==> config.mk <==
export PLATFORM = sky130hd
export DESIGN_NAME = stepper_step_dir_generator
export DESIGN_NICKNAME = d
export VERILOG_FILES = /design/src/design/ssdg_pkg.sv /design/src/design/stepper_step_dir_generator.sv
export SDC_FILE = /design/constraint.sdc
export NUM_CORES = 1
export LEC_CHECK = 0
export BUFFER_PORTS_ARGS = -buffer_cell sky130_fd_sc_hd__buf_2
export CORE_AREA = 3 3 359 273
export CTS_BUF_LIST = sky130_fd_sc_hd__clkbuf_4 sky130_fd_sc_hd__clkbuf_8
export DETAILED_ROUTE_END_ITERATION = 10
export DIE_AREA = 0 0 362 276
export HOLD_SLACK_MARGIN = 0.1
export PLACE_DENSITY = 0.52
export SETUP_SLACK_MARGIN = 0.1
export SKIP_CTS_REPAIR_TIMING = 1
export SLEW_MARGIN = 20
export SYNTH_ARGS = -nofsm -noshare
export SYNTH_HDL_FRONTEND = slang
export SYNTH_SLANG_ARGS = --single-unit
==> constraint.sdc <==
create_clock -name clk -period 21.6 [get_ports clk]
set_input_delay 2.16 -clock clk [delete_from_list [all_inputs] [get_ports clk]]
set_output_delay 2.16 -clock clk [all_outputs]
set_load 0.02 [all_outputs]
==> src/design/ssdg_pkg.sv <==
// ----------------------------------------------------------------------------
// ssdg_pkg
// Shared types and constants for the step/direction pulse generator.
// ----------------------------------------------------------------------------
package ssdg_pkg;

  localparam int OP_W       = 3;
  localparam int VALUE_W    = 32;
  localparam int WORD_W     = 16;
  localparam int BIT_IDX_W  = 4;
  localparam int INTERVAL_W = 20;
  localparam int PULSE_W    = 11;
  localparam int SINCE_W    = 21;
  localparam int CFG_IDX_W  = 3;
  localparam int CFG_DATA_W = 20;
  localparam int S_TDATA_W  = 40;
  localparam int M_TDATA_W  = 88;

  localparam logic [PULSE_W-1:0] PULSE_MAX_US = 11'd2000;
  localparam logic [SINCE_W-1:0] SINCE_MAX    = {SINCE_W{1'b1}};

  typedef enum logic [OP_W-1:0] {
    OP_TICK     = 3'd0,
    OP_MOVE_TO  = 3'd1,
    OP_MOVE_REL = 3'd2,
    OP_STOP     = 3'd3,
    OP_SET_POS  = 3'd4
  } op_t;

  typedef enum logic [CFG_IDX_W-1:0] {
    CFG_STEP_BIT     = 3'd0,
    CFG_DIR_BIT      = 3'd1,
    CFG_INTERVAL     = 3'd2,
    CFG_PULSE_WIDTH  = 3'd3,
    CFG_DIR_INVERTED = 3'd4,
    CFG_ALWAYS_EN    = 3'd5
  } cfg_idx_t;

  typedef struct packed {
    logic                      step_fired;
    logic signed [VALUE_W-1:0] distance_to_go;
    logic signed [VALUE_W-1:0] position;
    logic [WORD_W-1:0]         out_word;
  } result_t;

endpackage

==> src/design/stepper_step_dir_generator.sv <==
// ----------------------------------------------------------------------------
// stepper_step_dir_generator
// Single-axis constant-rate step/dir generator producing a 16-bit output word.
// ----------------------------------------------------------------------------
// Usage:
//   The s_ channel carries one request per item: a one-microsecond tick or a
//   command (move-to, move-relative, stop, set-position). Every request gives
//   exactly one result on the m_ channel: the output word, position, distance
//   to go and a step flag.
//   Results are registered; a request accepted while the output is free shows
//   on m_tvalid in the cycle after. One request is taken per cycle while
//   s_tready is high, with a single state update before the result register.
//   A skid register behind the result register lets one more request in while
//   the receiver stalls; s_tready drops only once both are full, and results
//   are held unchanged until taken.
//   The cfg port writes one register per cycle with cfg_we; the user must make
//   writes only while no request is in flight; the block does not enforce it.
//   Reset (rst, synchronous) clears position, target, elapsed time, pulse
//   slots, output word and the valid flags of both result registers, and
//   restores the register defaults. There is no clearing pass.
// ----------------------------------------------------------------------------
module stepper_step_dir_generator #(
  parameter int PULSE_SLOTS = 4
) (
  input  logic                             clk,
  input  logic                             rst,
  input  logic                             s_tvalid,
  output logic                             s_tready,
  // [2:0] op, [34:3] value, [39:35] zero
  input  logic [ssdg_pkg::S_TDATA_W-1:0]   s_tdata,
  output logic                             m_tvalid,
  input  logic                             m_tready,
  // [15:0] out_word, [47:16] position, [79:48] distance_to_go,
  // [80] step_fired, [87:81] zero
  output logic [ssdg_pkg::M_TDATA_W-1:0]   m_tdata,
  input  logic                             cfg_we,
  input  logic [ssdg_pkg::CFG_IDX_W-1:0]   cfg_index,
  input  logic [ssdg_pkg::CFG_DATA_W-1:0]  cfg_data
);
  import ssdg_pkg::*;

  // configuration
  logic [BIT_IDX_W-1:0]  step_bit_index;
  logic [BIT_IDX_W-1:0]  dir_bit_index;
  logic [INTERVAL_W-1:0] step_interval_us;
  logic [PULSE_W-1:0]    pulse_width_us;
  logic                  dir_inverted;
  logic                  always_enabled;

  // state
  logic [WORD_W-1:0]     word_reg;
  logic [VALUE_W-1:0]    position_count;
  logic [VALUE_W-1:0]    target_count;
  logic [SINCE_W-1:0]    since_step_us;
  logic [PULSE_SLOTS-1:0] slot_busy;
  logic [BIT_IDX_W-1:0]  slot_bit_index [PULSE_SLOTS];
  logic [PULSE_W-1:0]    slot_remaining_us [PULSE_SLOTS];

  logic [WORD_W-1:0]     word_next;
  logic [VALUE_W-1:0]    position_next;
  logic [VALUE_W-1:0]    target_next;
  logic [SINCE_W-1:0]    since_next;
  logic [PULSE_SLOTS-1:0] busy_next;
  logic [BIT_IDX_W-1:0]  bit_next [PULSE_SLOTS];
  logic [PULSE_W-1:0]    rem_next [PULSE_SLOTS];
  logic                  fired;

  // result register and skid stage
  result_t result;
  result_t out_reg;
  result_t skid_reg;
  logic    skid_valid;
  logic    accept;

  op_t                   op;
  logic [VALUE_W-1:0]    value;
  logic [VALUE_W-1:0]    distance;
  logic [PULSE_W-1:0]    pw_eff;

  assign op     = op_t'(s_tdata[OP_W-1:0]);
  assign value  = s_tdata[OP_W +: VALUE_W];
  assign accept = s_tvalid && s_tready;
  assign s_tready = !skid_valid;
  assign distance = target_count - position_count;

  always_comb begin
    if (pulse_width_us == '0) begin
      pw_eff = PULSE_W'(1);
    end else if (pulse_width_us > PULSE_MAX_US) begin
      pw_eff = PULSE_MAX_US;
    end else begin
      pw_eff = pulse_width_us;
    end
  end

  // next state for one request
  always_comb begin
    logic taken;
    logic fwd;
    taken         = 1'b0;
    fwd           = !distance[VALUE_W-1];
    fired         = 1'b0;
    word_next     = word_reg;
    position_next = position_count;
    target_next   = target_count;
    since_next    = since_step_us;
    busy_next     = slot_busy;
    for (int i = 0; i < PULSE_SLOTS; i++) begin
      bit_next[i] = slot_bit_index[i];
      rem_next[i] = slot_remaining_us[i];
    end

    unique case (op)
      OP_TICK: begin
        // age slots, drop the bit of every slot that runs out
        for (int i = 0; i < PULSE_SLOTS; i++) begin
          if (slot_busy[i]) begin
            if (rem_next[i] != '0) begin
              rem_next[i] = rem_next[i] - PULSE_W'(1);
            end
            if (rem_next[i] == '0) begin
              busy_next[i] = 1'b0;
              word_next[slot_bit_index[i]] = 1'b0;
            end
          end
        end
        if (since_step_us != SINCE_MAX) begin
          since_next = since_step_us + SINCE_W'(1);
        end
        if (distance != '0 && step_interval_us != '0 &&
            since_next >= {1'b0, step_interval_us}) begin
          fired      = 1'b1;
          since_next = '0;
          word_next[dir_bit_index] = fwd ^ dir_inverted;
          // book the lowest free slot
          for (int i = 0; i < PULSE_SLOTS; i++) begin
            if (!busy_next[i] && !taken) begin
              busy_next[i] = 1'b1;
              bit_next[i]  = step_bit_index;
              rem_next[i]  = pw_eff;
              taken        = 1'b1;
            end
          end
          word_next[step_bit_index] = 1'b1;
          position_next = fwd ? position_count + VALUE_W'(1)
                              : position_count - VALUE_W'(1);
        end
      end
      OP_MOVE_TO: begin
        target_next = value;
      end
      OP_MOVE_REL: begin
        target_next = position_count + value;
      end
      OP_STOP: begin
        target_next = position_count;
      end
      OP_SET_POS: begin
        position_next = value;
        target_next   = value;
      end
      default: begin
      end
    endcase

    if (always_enabled) begin
      word_next[0] = 1'b0;
    end
  end

  always_comb begin
    result.out_word       = word_next;
    result.position       = position_next;
    result.distance_to_go = target_next - position_next;
    result.step_fired     = fired;
  end

  // configuration writes and state update
  always_ff @(posedge clk) begin
    if (rst) begin
      step_bit_index   <= BIT_IDX_W'(1);
      dir_bit_index    <= BIT_IDX_W'(2);
      step_interval_us <= '0;
      pulse_width_us   <= PULSE_W'(1);
      dir_inverted     <= 1'b0;
      always_enabled   <= 1'b1;
      word_reg         <= '0;
      position_count   <= '0;
      target_count     <= '0;
      since_step_us    <= '0;
      slot_busy        <= '0;
      for (int i = 0; i < PULSE_SLOTS; i++) begin
        slot_bit_index[i]    <= '0;
        slot_remaining_us[i] <= '0;
      end
    end else begin
      if (accept) begin
        word_reg       <= word_next;
        position_count <= position_next;
        target_count   <= target_next;
        since_step_us  <= since_next;
        slot_busy      <= busy_next;
        for (int i = 0; i < PULSE_SLOTS; i++) begin
          slot_bit_index[i]    <= bit_next[i];
          slot_remaining_us[i] <= rem_next[i];
        end
      end
      if (cfg_we) begin
        unique case (cfg_idx_t'(cfg_index))
          CFG_STEP_BIT:     step_bit_index   <= cfg_data[BIT_IDX_W-1:0];
          CFG_DIR_BIT:      dir_bit_index    <= cfg_data[BIT_IDX_W-1:0];
          CFG_INTERVAL:     step_interval_us <= cfg_data[INTERVAL_W-1:0];
          CFG_PULSE_WIDTH:  pulse_width_us   <= cfg_data[PULSE_W-1:0];
          CFG_DIR_INVERTED: dir_inverted     <= cfg_data[0];
          CFG_ALWAYS_EN: begin
            always_enabled <= cfg_data[0];
            // enabling drops the shared enable bit at once
            if (cfg_data[0]) begin
              word_reg[0] <= 1'b0;
            end
          end
          default: begin
          end
        endcase
      end
    end
  end

  // result register with skid stage
  always_ff @(posedge clk) begin
    if (rst) begin
      m_tvalid   <= 1'b0;
      skid_valid <= 1'b0;
    end else if (m_tready || !m_tvalid) begin
      if (skid_valid) begin
        m_tvalid   <= 1'b1;
        skid_valid <= 1'b0;
      end else begin
        m_tvalid <= accept;
      end
    end else if (accept) begin
      skid_valid <= 1'b1;
    end
  end

  always_ff @(posedge clk) begin
    if (m_tready || !m_tvalid) begin
      if (skid_valid) begin
        out_reg <= skid_reg;
      end else if (accept) begin
        out_reg <= result;
      end
    end else if (accept) begin
      skid_reg <= result;
    end
  end

  assign m_tdata = {7'b0, out_reg.step_fired, out_reg.distance_to_go,
                    out_reg.position, out_reg.out_word};

endmodule

---- Yosys cells after proc, flatten, opt, wreduce, memory -nomap -nowiden ----
Memory sizes are Yosys's and may differ from the RTL's.
Cells that the tools add are included.
Widths: inputs -> output; s select.
storage, ports and cells
  bits in registers ....................... 310
  input bits .............................. 68
  RAM bits ................................ 60
  memories ................................ 2
  output and inout bits ................... 90
  logic and storage cells ................. 236
memories
  name               depth  width  rd ports  clocked after memory_dff  wr ports  RTL line                          RTL
  slot_remaining_us  4      11     4         0                         4         stepper_step_dir_generator.sv:57  logic [PULSE_W-1:0] slot_remaining_us [PULSE_SLOTS];
  slot_bit_index     4      4      4         0                         4         stepper_step_dir_generator.sv:56  logic [BIT_IDX_W-1:0] slot_bit_index [PULSE_SLOTS];
cells by class
  bitwise gates (word level) .............. 19
  add/subtract/negate cells ............... 10
  reduce and logical (&&, ||, !) cells .... 47
  eq/ne operators ......................... 10
  mux-type cells .......................... 112
  magnitude comparators ................... 14
operators with widths
  kind                   number
  $mux 11                26
  $mux 16                16
  $mux 81                2
  $pmux 32 s3            1
  $mux 44                2
  $and 16x16->16         4
  $mux 32                2
  $not 16->16            4
  $pmux 32 s2            1
  $sub 32x32->32         2
  $mux 21                3
  $logic_not 11->1       5
  $reduce_bool 11->1     4
  $sub 11x1->11 const B  4
  $mux 1                 43
  $mux 4                 9
  $add 32x1->32 const B  1
  $add 32x32->32         1
  $reduce_bool 32->1     1
  $sub 32x1->32 const B  1
  $lt 4x5->1 const B     6
  $demux 1 s4            6
  $ge 4x1->1 const B     6
  $add 21x1->21 const B  1
  other kinds (19)       61

---- Logic depth before layout (Yosys ltp) ----
Gate-level depths: netlist (run 1).
An unclocked memory read counts as a cell.
  depth in word-level cells ............... 31
  gate-level depth with buffers ........... 41
  depth with buffers taken out ............ 39

---- Worst setup path after synthesis (run 1) ----
Ideal clock, no wire load.
  path type ............................... reg2reg
  from .................................... register since_step_us[6]
  to ...................................... register out_reg, in the netlist m_tdata[79] (data pin)
  cell stages (with the launch flop) ...... 39
  buffers on the path ..................... 1
  setup slack ............................. 13.676 ns
  data required time ...................... 21.340 ns
  setup time .............................. 0.260 ns
  arrival ................................. 7.664 ns
  period minus slack after synthesis ...... 7.924 ns
  cells stage by stage .................... dfxtp_1 > and3_1 > and2_1 > and3_1 > nand4_1 > nor4_1 > nand2_1 > and3_1 > nor2b_1 > nand3_1 > xnor2_1 > ha_1 > nand4_1 > nor4_1 > a211o_1 > a21o_1 > a21oi_1 > nor2b_1 > (+3 left out) > nor2_1 > o21ai_1 > buf_2 > a22oi_2 > ha_1 > a211oi_1 > nor2_1 > a2111o_1 > a41oi_1 > o21ai_0 > a21o_1 > a211oi_1 > o211ai_1 > a31o_2 > a21oi_1 > xnor2_1 > xnor2_1 > mux2_4
RTL lines
  item                    RTL line                           RTL
  from (decl)             stepper_step_dir_generator.sv:54   logic [SINCE_W-1:0] since_step_us;
  from (signal assigned)  stepper_step_dir_generator.sv:201  since_step_us <= since_next;
  to (signal assigned)    stepper_step_dir_generator.sv:249  out_reg <= skid_reg;
  to (signal assigned)    stepper_step_dir_generator.sv:251  out_reg <= result;
  to (decl)               stepper_step_dir_generator.sv:70   result_t out_reg;

==> impl_metrics.xml, run 1 <==
<?xml version="1.0" encoding="UTF-8"?>
<metrics>
  <group name="run_status">
    <metric name="outcome" unit="">finished, final reports clean</metric>
  </group>
  <group name="detailed_routing">
    <metric name="vias_per_cell" unit="">5.22</metric>
    <metric name="drt-wirelength-per-cell" unit="µm">20.0</metric>
    <metric name="num_vias" unit="">22900</metric>
    <metric name="routed_wl" unit="µm">87800</metric>
    <metric name="drt-initial-drc-count" unit="">2498</metric>
    <metric name="drt_pass1_iterations" unit="">5</metric>
    <metric name="antenna_left" unit="">0</metric>
    <metric name="drc" unit="">0</metric>
  </group>
  <group name="power_and_ir_drop">
    <metric name="power.total" unit="mW">2.42</metric>
    <metric name="maximum_vdd_drop" unit="V">0.0000398</metric>
    <metric name="power-per-cell-area" unit="nW/µm²">83.4</metric>
    <metric name="power.static_leakage" unit="nW">11.3</metric>
  </group>
  <group name="timing">
    <metric name="worst_slew_margin_rel" unit="">0.243</metric>
    <metric name="fin_crit" unit="ps">10080</metric>
    <metric name="final.hold.worst_slack" unit="ps">471</metric>
    <metric name="final.period_utilization" unit="">0.467</metric>
    <metric name="final-hold-violation-count" unit="">0</metric>
    <metric name="setup_repair_after_global_routing_missed_its_margin" unit="">false</metric>
    <metric name="setup_viol_count_final" unit="">0</metric>
    <metric name="timing.fmax" unit="MHz">99.2</metric>
    <metric name="fin_skew" unit="ps">52.5</metric>
    <metric name="finalSetupTns" unit="ps">0</metric>
    <metric name="timing_max_transition_violations_final" unit="">0</metric>
    <metric name="worst_slew_pin_slew" unit="ps">1140</metric>
  </group>
  <group name="clocking">
    <metric name="cts_tree" unit="">done</metric>
    <metric name="cts_htree_levels" unit="">3</metric>
    <metric name="clkSinkCount" unit="">370</metric>
    <metric name="worst_skew_pair_later_pin_latency" unit="ps">670</metric>
    <metric name="maximum_number_of_buffers_from_clock_root_to_sink" unit="">3</metric>
    <metric name="cts_buffers" unit="">70</metric>
    <metric name="cts.clk_slew.worst_paths" unit="ps">60</metric>
    <metric name="clockRootBuffer" unit="">clkbuf_8</metric>
  </group>
  <group name="synth">
    <metric name="post_synth_edffs" unit="">222</metric>
    <metric name="synth-async-reset-ratio" unit="">0</metric>
    <metric name="syn_area_per_cell" unit="µm²">8.59</metric>
    <metric name="synth.yosys.warnings" unit="">0</metric>
    <metric name="synth-seq-area-share" unit="">0.377</metric>
    <metric name="syn-cell-area" unit="µm²">25500</metric>
    <metric name="post_synth_inst_count" unit="">2969</metric>
    <metric name="ys.flop_type" unit="">edfxtp_1</metric>
    <metric name="netlist-cell-type-count" unit="">100</metric>
    <metric name="number_of_synthesized_register_bits" unit="">370</metric>
  </group>
  <group name="worst_setup_path">
    <metric name="crit_path_start_kind" unit="">register</metric>
    <metric name="path_max_fanout" unit="">46</metric>
    <metric name="r2r_setup_slack" unit="ps">11520</metric>
    <metric name="crit_top_cell" unit="">a21oi_1</metric>
    <metric name="worstPathArrival" unit="ps">10470</metric>
    <metric name="critPathCaptureType" unit="">register</metric>
    <metric name="slowest_delay" unit="ps">810</metric>
    <metric name="timing.rr.end" unit="">m_tdata[79]</metric>
    <metric name="worstReg2RegStart" unit="">since_step_us[6]</metric>
    <metric name="cp-endpoint" unit="">m_tdata[79]</metric>
    <metric name="critical_path.n_buffers_inverters" unit="">0</metric>
    <metric name="required" unit="ps">22000</metric>
    <metric name="critical_path_depth" unit="">37</metric>
    <metric name="cp_slowest_cell" unit="">a21oi_1</metric>
    <metric name="critical_path.top_delay_family" unit="">compound AO/OA/AOI/OAI gates</metric>
    <metric name="critPathLaunch" unit="">since_step_us[6]</metric>
    <metric name="worst-r2r-cell-count" unit="">37</metric>
    <metric name="worst-setup-path-type" unit="">reg2reg</metric>
  </group>
  <group name="die">
    <metric name="design.portCount" unit="">158</metric>
    <metric name="design.die.area" unit="µm²">99900</metric>
    <metric name="floorplan.die.height" unit="µm">276</metric>
    <metric name="fp.coreArea" unit="µm²">94800</metric>
    <metric name="floorplan.rows" unit="">98</metric>
    <metric name="die_x" unit="µm">362</metric>
    <metric name="initial_core_util" unit="">0.269</metric>
  </group>
  <group name="cells_and_area">
    <metric name="nets" unit="">3295</metric>
    <metric name="syn_to_final_growth" unit="%">13.8</metric>
    <metric name="most_frequent_cells_in_the_layout" unit="">nand2_1, a21oi_1, nor2_1</metric>
    <metric name="layout.cells.most_common" unit="">nand2_1</metric>
    <metric name="post-route-util" unit="">0.306</metric>
    <metric name="drive_above_1_share" unit="">0.124</metric>
  </group>
  <group name="hold_path">
    <metric name="hold_class" unit="">reg2reg</metric>
  </group>
  <group name="placed_design">
    <metric name="gp_routability_congestion" unit="">0.906</metric>
    <metric name="port_buffers" unit="">145</metric>
    <metric name="place_hpwl" unit="µm">65000</metric>
  </group>
  <group name="global_routing">
    <metric name="grt_pass1_vias" unit="">20800</metric>
    <metric name="gr-total-overflow" unit="">0</metric>
    <metric name="grt_pass1_wl" unit="µm">133000</metric>
    <metric name="global_route.usage.total" unit="">0.170</metric>
    <metric name="antenna_found_initial" unit="">5</metric>
    <metric name="grt_start_max_net_pins" unit="">60</metric>
  </group>
  <group name="flow_run">
    <metric name="max-cap-violations" unit="">0</metric>
  </group>
</metrics>
-- cell type report --
class / count / area [µm²]
fillers: 10000 / 65800
multi-input cells: 2311 / 14800
flip-flops and latches: 370 / 9630
well taps: 1250 / 1560
clock buffers: 109 / 1340
repair buffers: 177 / 968
inverters: 141 / 529
clock inverters: 20 / 201
diodes: 4 / 10.0
-- cells by family after synthesis --
logic type,count (synthesis),share of synthesized area
AO/OA/AOI/OAI,953,0.243
adder cells (fa/ha/maj),156,0.0774
other,1,0.000147
XOR/XNOR,152,0.0522
flip-flops,370,0.377
buffers and inverters,294,0.0462
AND/OR/NAND/NOR,996,0.184
multiplexers,47,0.0196
-- how the worst min path moves through the flow --
stage | cells past startpoint | slack [ps] | start | to
floorplan | 2 | 440 | pulse_width_us[4] | pulse_width_us[4]
CTS | 2 | 470 | pulse_width_us[2] | pulse_width_us[2]
detailed placement | 2 | 460 | pulse_width_us[2] | pulse_width_us[2]
finish | 2 | 470 | step_interval_us[17] | step_interval_us[17]
global placement | 2 | 460 | pulse_width_us[2] | pulse_width_us[2]
global route | 2 | 490 | pulse_width_us[2] | pulse_width_us[2]
-- worst min-delay path: stages (launching register included) --
cell	delay, ps
dfxtp_1	320
nand2_1	60
a21oi_1	50
-- power breakdown --
group,switching (mW),internal [mW],total [mW]
clock network,0.331,0.435,0.766
registers,0.0429,0.826,0.869
logic,0.493,0.292,0.785
total,0.866,1.55,2.42
-- Yosys cell counts, types with 63 or more instances --
cell type	count	area [µm²]
edfxtp_1	222	6670
dfxtp_1	148	2960
clkbuf_1	118	443
xnor2_1	102	893
a21oi_1	297	1490
o21ai_0	169	846
inv_1	140	526
nand2_1	377	1420
ha_1	153	1910
nor3_1	63	315
nor2_1	239	897
a211oi_1	63	473
-- per-layer routing --
metal | GRT usage | share of wire
met1 | 0.271 | 0.52
met2 | 0.212 | 0.36
met3 | 0.0501 | 0.097
met4 | 0.0449 | 0.023
met5 | 0 | 0
-- per-stage QoR --
| stage | setup WS [ps] | cell area, µm² | cells |
|---|---|---|---|
| floorplan | 13680 | 25500 | 2975 |
| global placement | 11550 | 27500 | 4249 |
| detailed placement | 11650 | 27500 | 4249 |
| CTS | 11590 | 29000 | 4378 |
| global route | 10760 | 29000 | 4379 |
| finish | 11520 | 29000 | 4382 |
No activity file was read; power rests on OpenSTA's default activity.
==> run 2: changes to the inputs <==
==> constraint.sdc (replaced) <==
create_clock -name clk -period 9.9 [get_ports clk]
set_input_delay 0.99 -clock clk [delete_from_list [all_inputs] [get_ports clk]]
set_output_delay 0.99 -clock clk [all_outputs]
set_load 0.02 [all_outputs]
==> impl_metrics.xml, run 2 (synthesis results as in run 1) <==
<?xml version="1.0" encoding="UTF-8"?>
<metrics>
  <group name="cells_and_area">
    <metric name="drive_above_1_share" unit="">0.133</metric>
    <metric name="syn_to_final_growth" unit="%">14.9</metric>
    <metric name="finalInstanceArea" unit="µm²">29300</metric>
    <metric name="instances_no_fill" unit="">4418</metric>
    <metric name="post-route-util" unit="">0.309</metric>
    <metric name="most_frequent_cells_in_the_layout" unit="">nand2_1, a21oi_1, nor2_1</metric>
    <metric name="layout.cells.most_common" unit="">nand2_1</metric>
    <metric name="nets" unit="">3329</metric>
    <metric name="filler_cell_count" unit="">10000</metric>
  </group>
  <group name="die">
    <metric name="die_x" unit="µm">362</metric>
    <metric name="design.portCount" unit="">158</metric>
    <metric name="floorplan.rows" unit="">98</metric>
    <metric name="floorplan.die.height" unit="µm">276</metric>
    <metric name="fp.coreArea" unit="µm²">94800</metric>
    <metric name="design.die.area" unit="µm²">99900</metric>
    <metric name="initial_core_util" unit="">0.269</metric>
  </group>
  <group name="detailed_routing">
    <metric name="vias_per_cell" unit="">5.22</metric>
    <metric name="drt-initial-drc-count" unit="">2440</metric>
    <metric name="drt_pass1_iterations" unit="">6</metric>
    <metric name="num_vias" unit="">23100</metric>
    <metric name="antenna_left" unit="">0</metric>
    <metric name="drt-wirelength-per-cell" unit="µm">20.3</metric>
    <metric name="drc" unit="">0</metric>
    <metric name="routed_wl" unit="µm">89700</metric>
  </group>
  <group name="timing">
    <metric name="worst_slew_margin_rel" unit="">0.288</metric>
    <metric name="final.period_utilization" unit="">0.910</metric>
    <metric name="timing.fmax" unit="MHz">111</metric>
    <metric name="finalSetupTns" unit="ps">0</metric>
    <metric name="worst_slew_pin_slew" unit="ps">1060</metric>
    <metric name="setup_repair_after_global_routing_missed_its_margin" unit="">false</metric>
    <metric name="timing_max_transition_violations_final" unit="">0</metric>
    <metric name="worst_slack" unit="ps">895</metric>
    <metric name="setup_viol_count_final" unit="">0</metric>
    <metric name="fin_crit" unit="ps">9000</metric>
    <metric name="final.hold.worst_slack" unit="ps">477</metric>
    <metric name="fin_skew" unit="ps">73.3</metric>
    <metric name="final-hold-violation-count" unit="">0</metric>
  </group>
  <group name="global_routing">
    <metric name="grt_pass1_vias" unit="">21100</metric>
    <metric name="grt_start_max_net_pins" unit="">92</metric>
    <metric name="global_route.usage.total" unit="">0.173</metric>
    <metric name="grt_pass1_wl" unit="µm">135000</metric>
    <metric name="antenna_found_initial" unit="">8</metric>
    <metric name="gr-total-overflow" unit="">0</metric>
  </group>
  <group name="run_status">
    <metric name="outcome" unit="">finished, final reports clean</metric>
  </group>
  <group name="worst_setup_path">
    <metric name="r2r_setup_slack" unit="ps">900</metric>
    <metric name="critPathLaunch" unit="">position_count[18]</metric>
    <metric name="crit_top_cell" unit="">a21oi_1</metric>
    <metric name="slowest_delay" unit="ps">470</metric>
    <metric name="path_max_fanout" unit="">29</metric>
    <metric name="worstPathArrival" unit="ps">9440</metric>
    <metric name="cp_slowest_cell" unit="">dfxtp_1</metric>
    <metric name="crit_path_start_kind" unit="">register</metric>
    <metric name="worst-setup-path-type" unit="">reg2reg</metric>
    <metric name="critPathCaptureType" unit="">register</metric>
    <metric name="required" unit="ps">10340</metric>
    <metric name="worstReg2RegStart" unit="">position_count[18]</metric>
  </group>
  <group name="placed_design">
    <metric name="gp_routability_congestion" unit="">0.923</metric>
    <metric name="placement.cell_area" unit="µm²">27700</metric>
    <metric name="place_hpwl" unit="µm">67100</metric>
    <metric name="port_buffers" unit="">145</metric>
    <metric name="number_of_placed_instances_taps_included" unit="">4282</metric>
    <metric name="post-place-ws" unit="ps">749</metric>
  </group>
  <group name="power_and_ir_drop">
    <metric name="power.static_leakage" unit="nW">11.5</metric>
    <metric name="netSwitchingFraction" unit="">0.362</metric>
    <metric name="p_comb_frac" unit="">0.329</metric>
    <metric name="maximum_vdd_drop" unit="V">0.0000992</metric>
    <metric name="power_frac_clock" unit="">0.318</metric>
    <metric name="seq_power_share" unit="">0.353</metric>
    <metric name="p_sw" unit="mW">1.94</metric>
    <metric name="internal_power_summed_over_all_cells" unit="mW">3.41</metric>
    <metric name="power-per-cell-area" unit="nW/µm²">183</metric>
    <metric name="power.total" unit="mW">5.35</metric>
  </group>
  <group name="clocking">
    <metric name="clockRootBuffer" unit="">clkbuf_8</metric>
    <metric name="maximum_number_of_buffers_from_clock_root_to_sink" unit="">3</metric>
    <metric name="cts_htree_levels" unit="">3</metric>
    <metric name="cts_tree" unit="">done</metric>
    <metric name="cts.clk_slew.worst_paths" unit="ps">60</metric>
    <metric name="clkSinkCount" unit="">370</metric>
    <metric name="cts_buffers" unit="">71</metric>
    <metric name="worst_skew_pair_later_pin_latency" unit="ps">700</metric>
  </group>
  <group name="hold_path">
    <metric name="hp-start" unit="">pulse_width_us[2]</metric>
    <metric name="hold_class" unit="">reg2reg</metric>
  </group>
  <group name="flow_run">
    <metric name="max-cap-violations" unit="">0</metric>
  </group>
</metrics>
run 2: cell types whose count changed in the layout (fill, tap and decap cells not counted), moves of 2 or more:
cell | previous run | this run
inv_6 | 0 | 3
bufinv_16 | 3 | 6
clkinv_1 | 5 | 7
buf_4 | 33 | 65
clkbuf_8 | 84 | 74
diode_2 | 4 | 6
clkinv_2 | 7 | 10
run 2: critical path, delay by kind of cell (launching register included):
family / cells / cell delay [ps]
buffers and inverters: 4 / 840
xor gates and xnor gates: 3 / 370
DFF: 1 / 470
and+or+nand+nor: 4 / 880
AOI/OAI and AO/OA: 21 / 4770
muxes: 1 / 260
adders and majority gates: 3 / 1130
run 2: area by class of cell:
| class | instances | area [µm²] | share of cell area |
|---|---|---|---|
| antenna | 6 | 15.0 | 0.000512 |
| clock buffer | 98 | 1200 | 0.0409 |
| multi-input combinational | 2311 | 14800 | 0.505 |
| inverter | 141 | 529 | 0.0181 |
| clock inverter | 32 | 348 | 0.0119 |
| sequential | 370 | 9630 | 0.329 |
| tap | 1250 | 1560 | 0.0534 |
| timing repair buffer | 210 | 1230 | 0.0419 |
run 2: power groups by stage:
stage               registers [mW]  logic (mW)  clock network (mW)
floorplan                     1.96        1.18                   0
global placement              1.92        1.72                   0
detailed placement            1.92        1.73                   0
CTS                           1.89        1.74                1.75
global route                  1.90        1.94                1.82
finish                        1.89        1.76                1.70
run 2: final timing paths:
check,endpoint,cells past startpoint
min,pulse_width_us[2],2
max reg2reg,m_tdata[79],36
min reg2reg,pulse_width_us[2],2
max,m_tdata[79],36
run 2: layer usage:
metal  GRT usage  routed length, µm
met1       0.280              46000
met2       0.213              32200
met3      0.0515               9500
met4      0.0423               1920
met5      0.0100                141
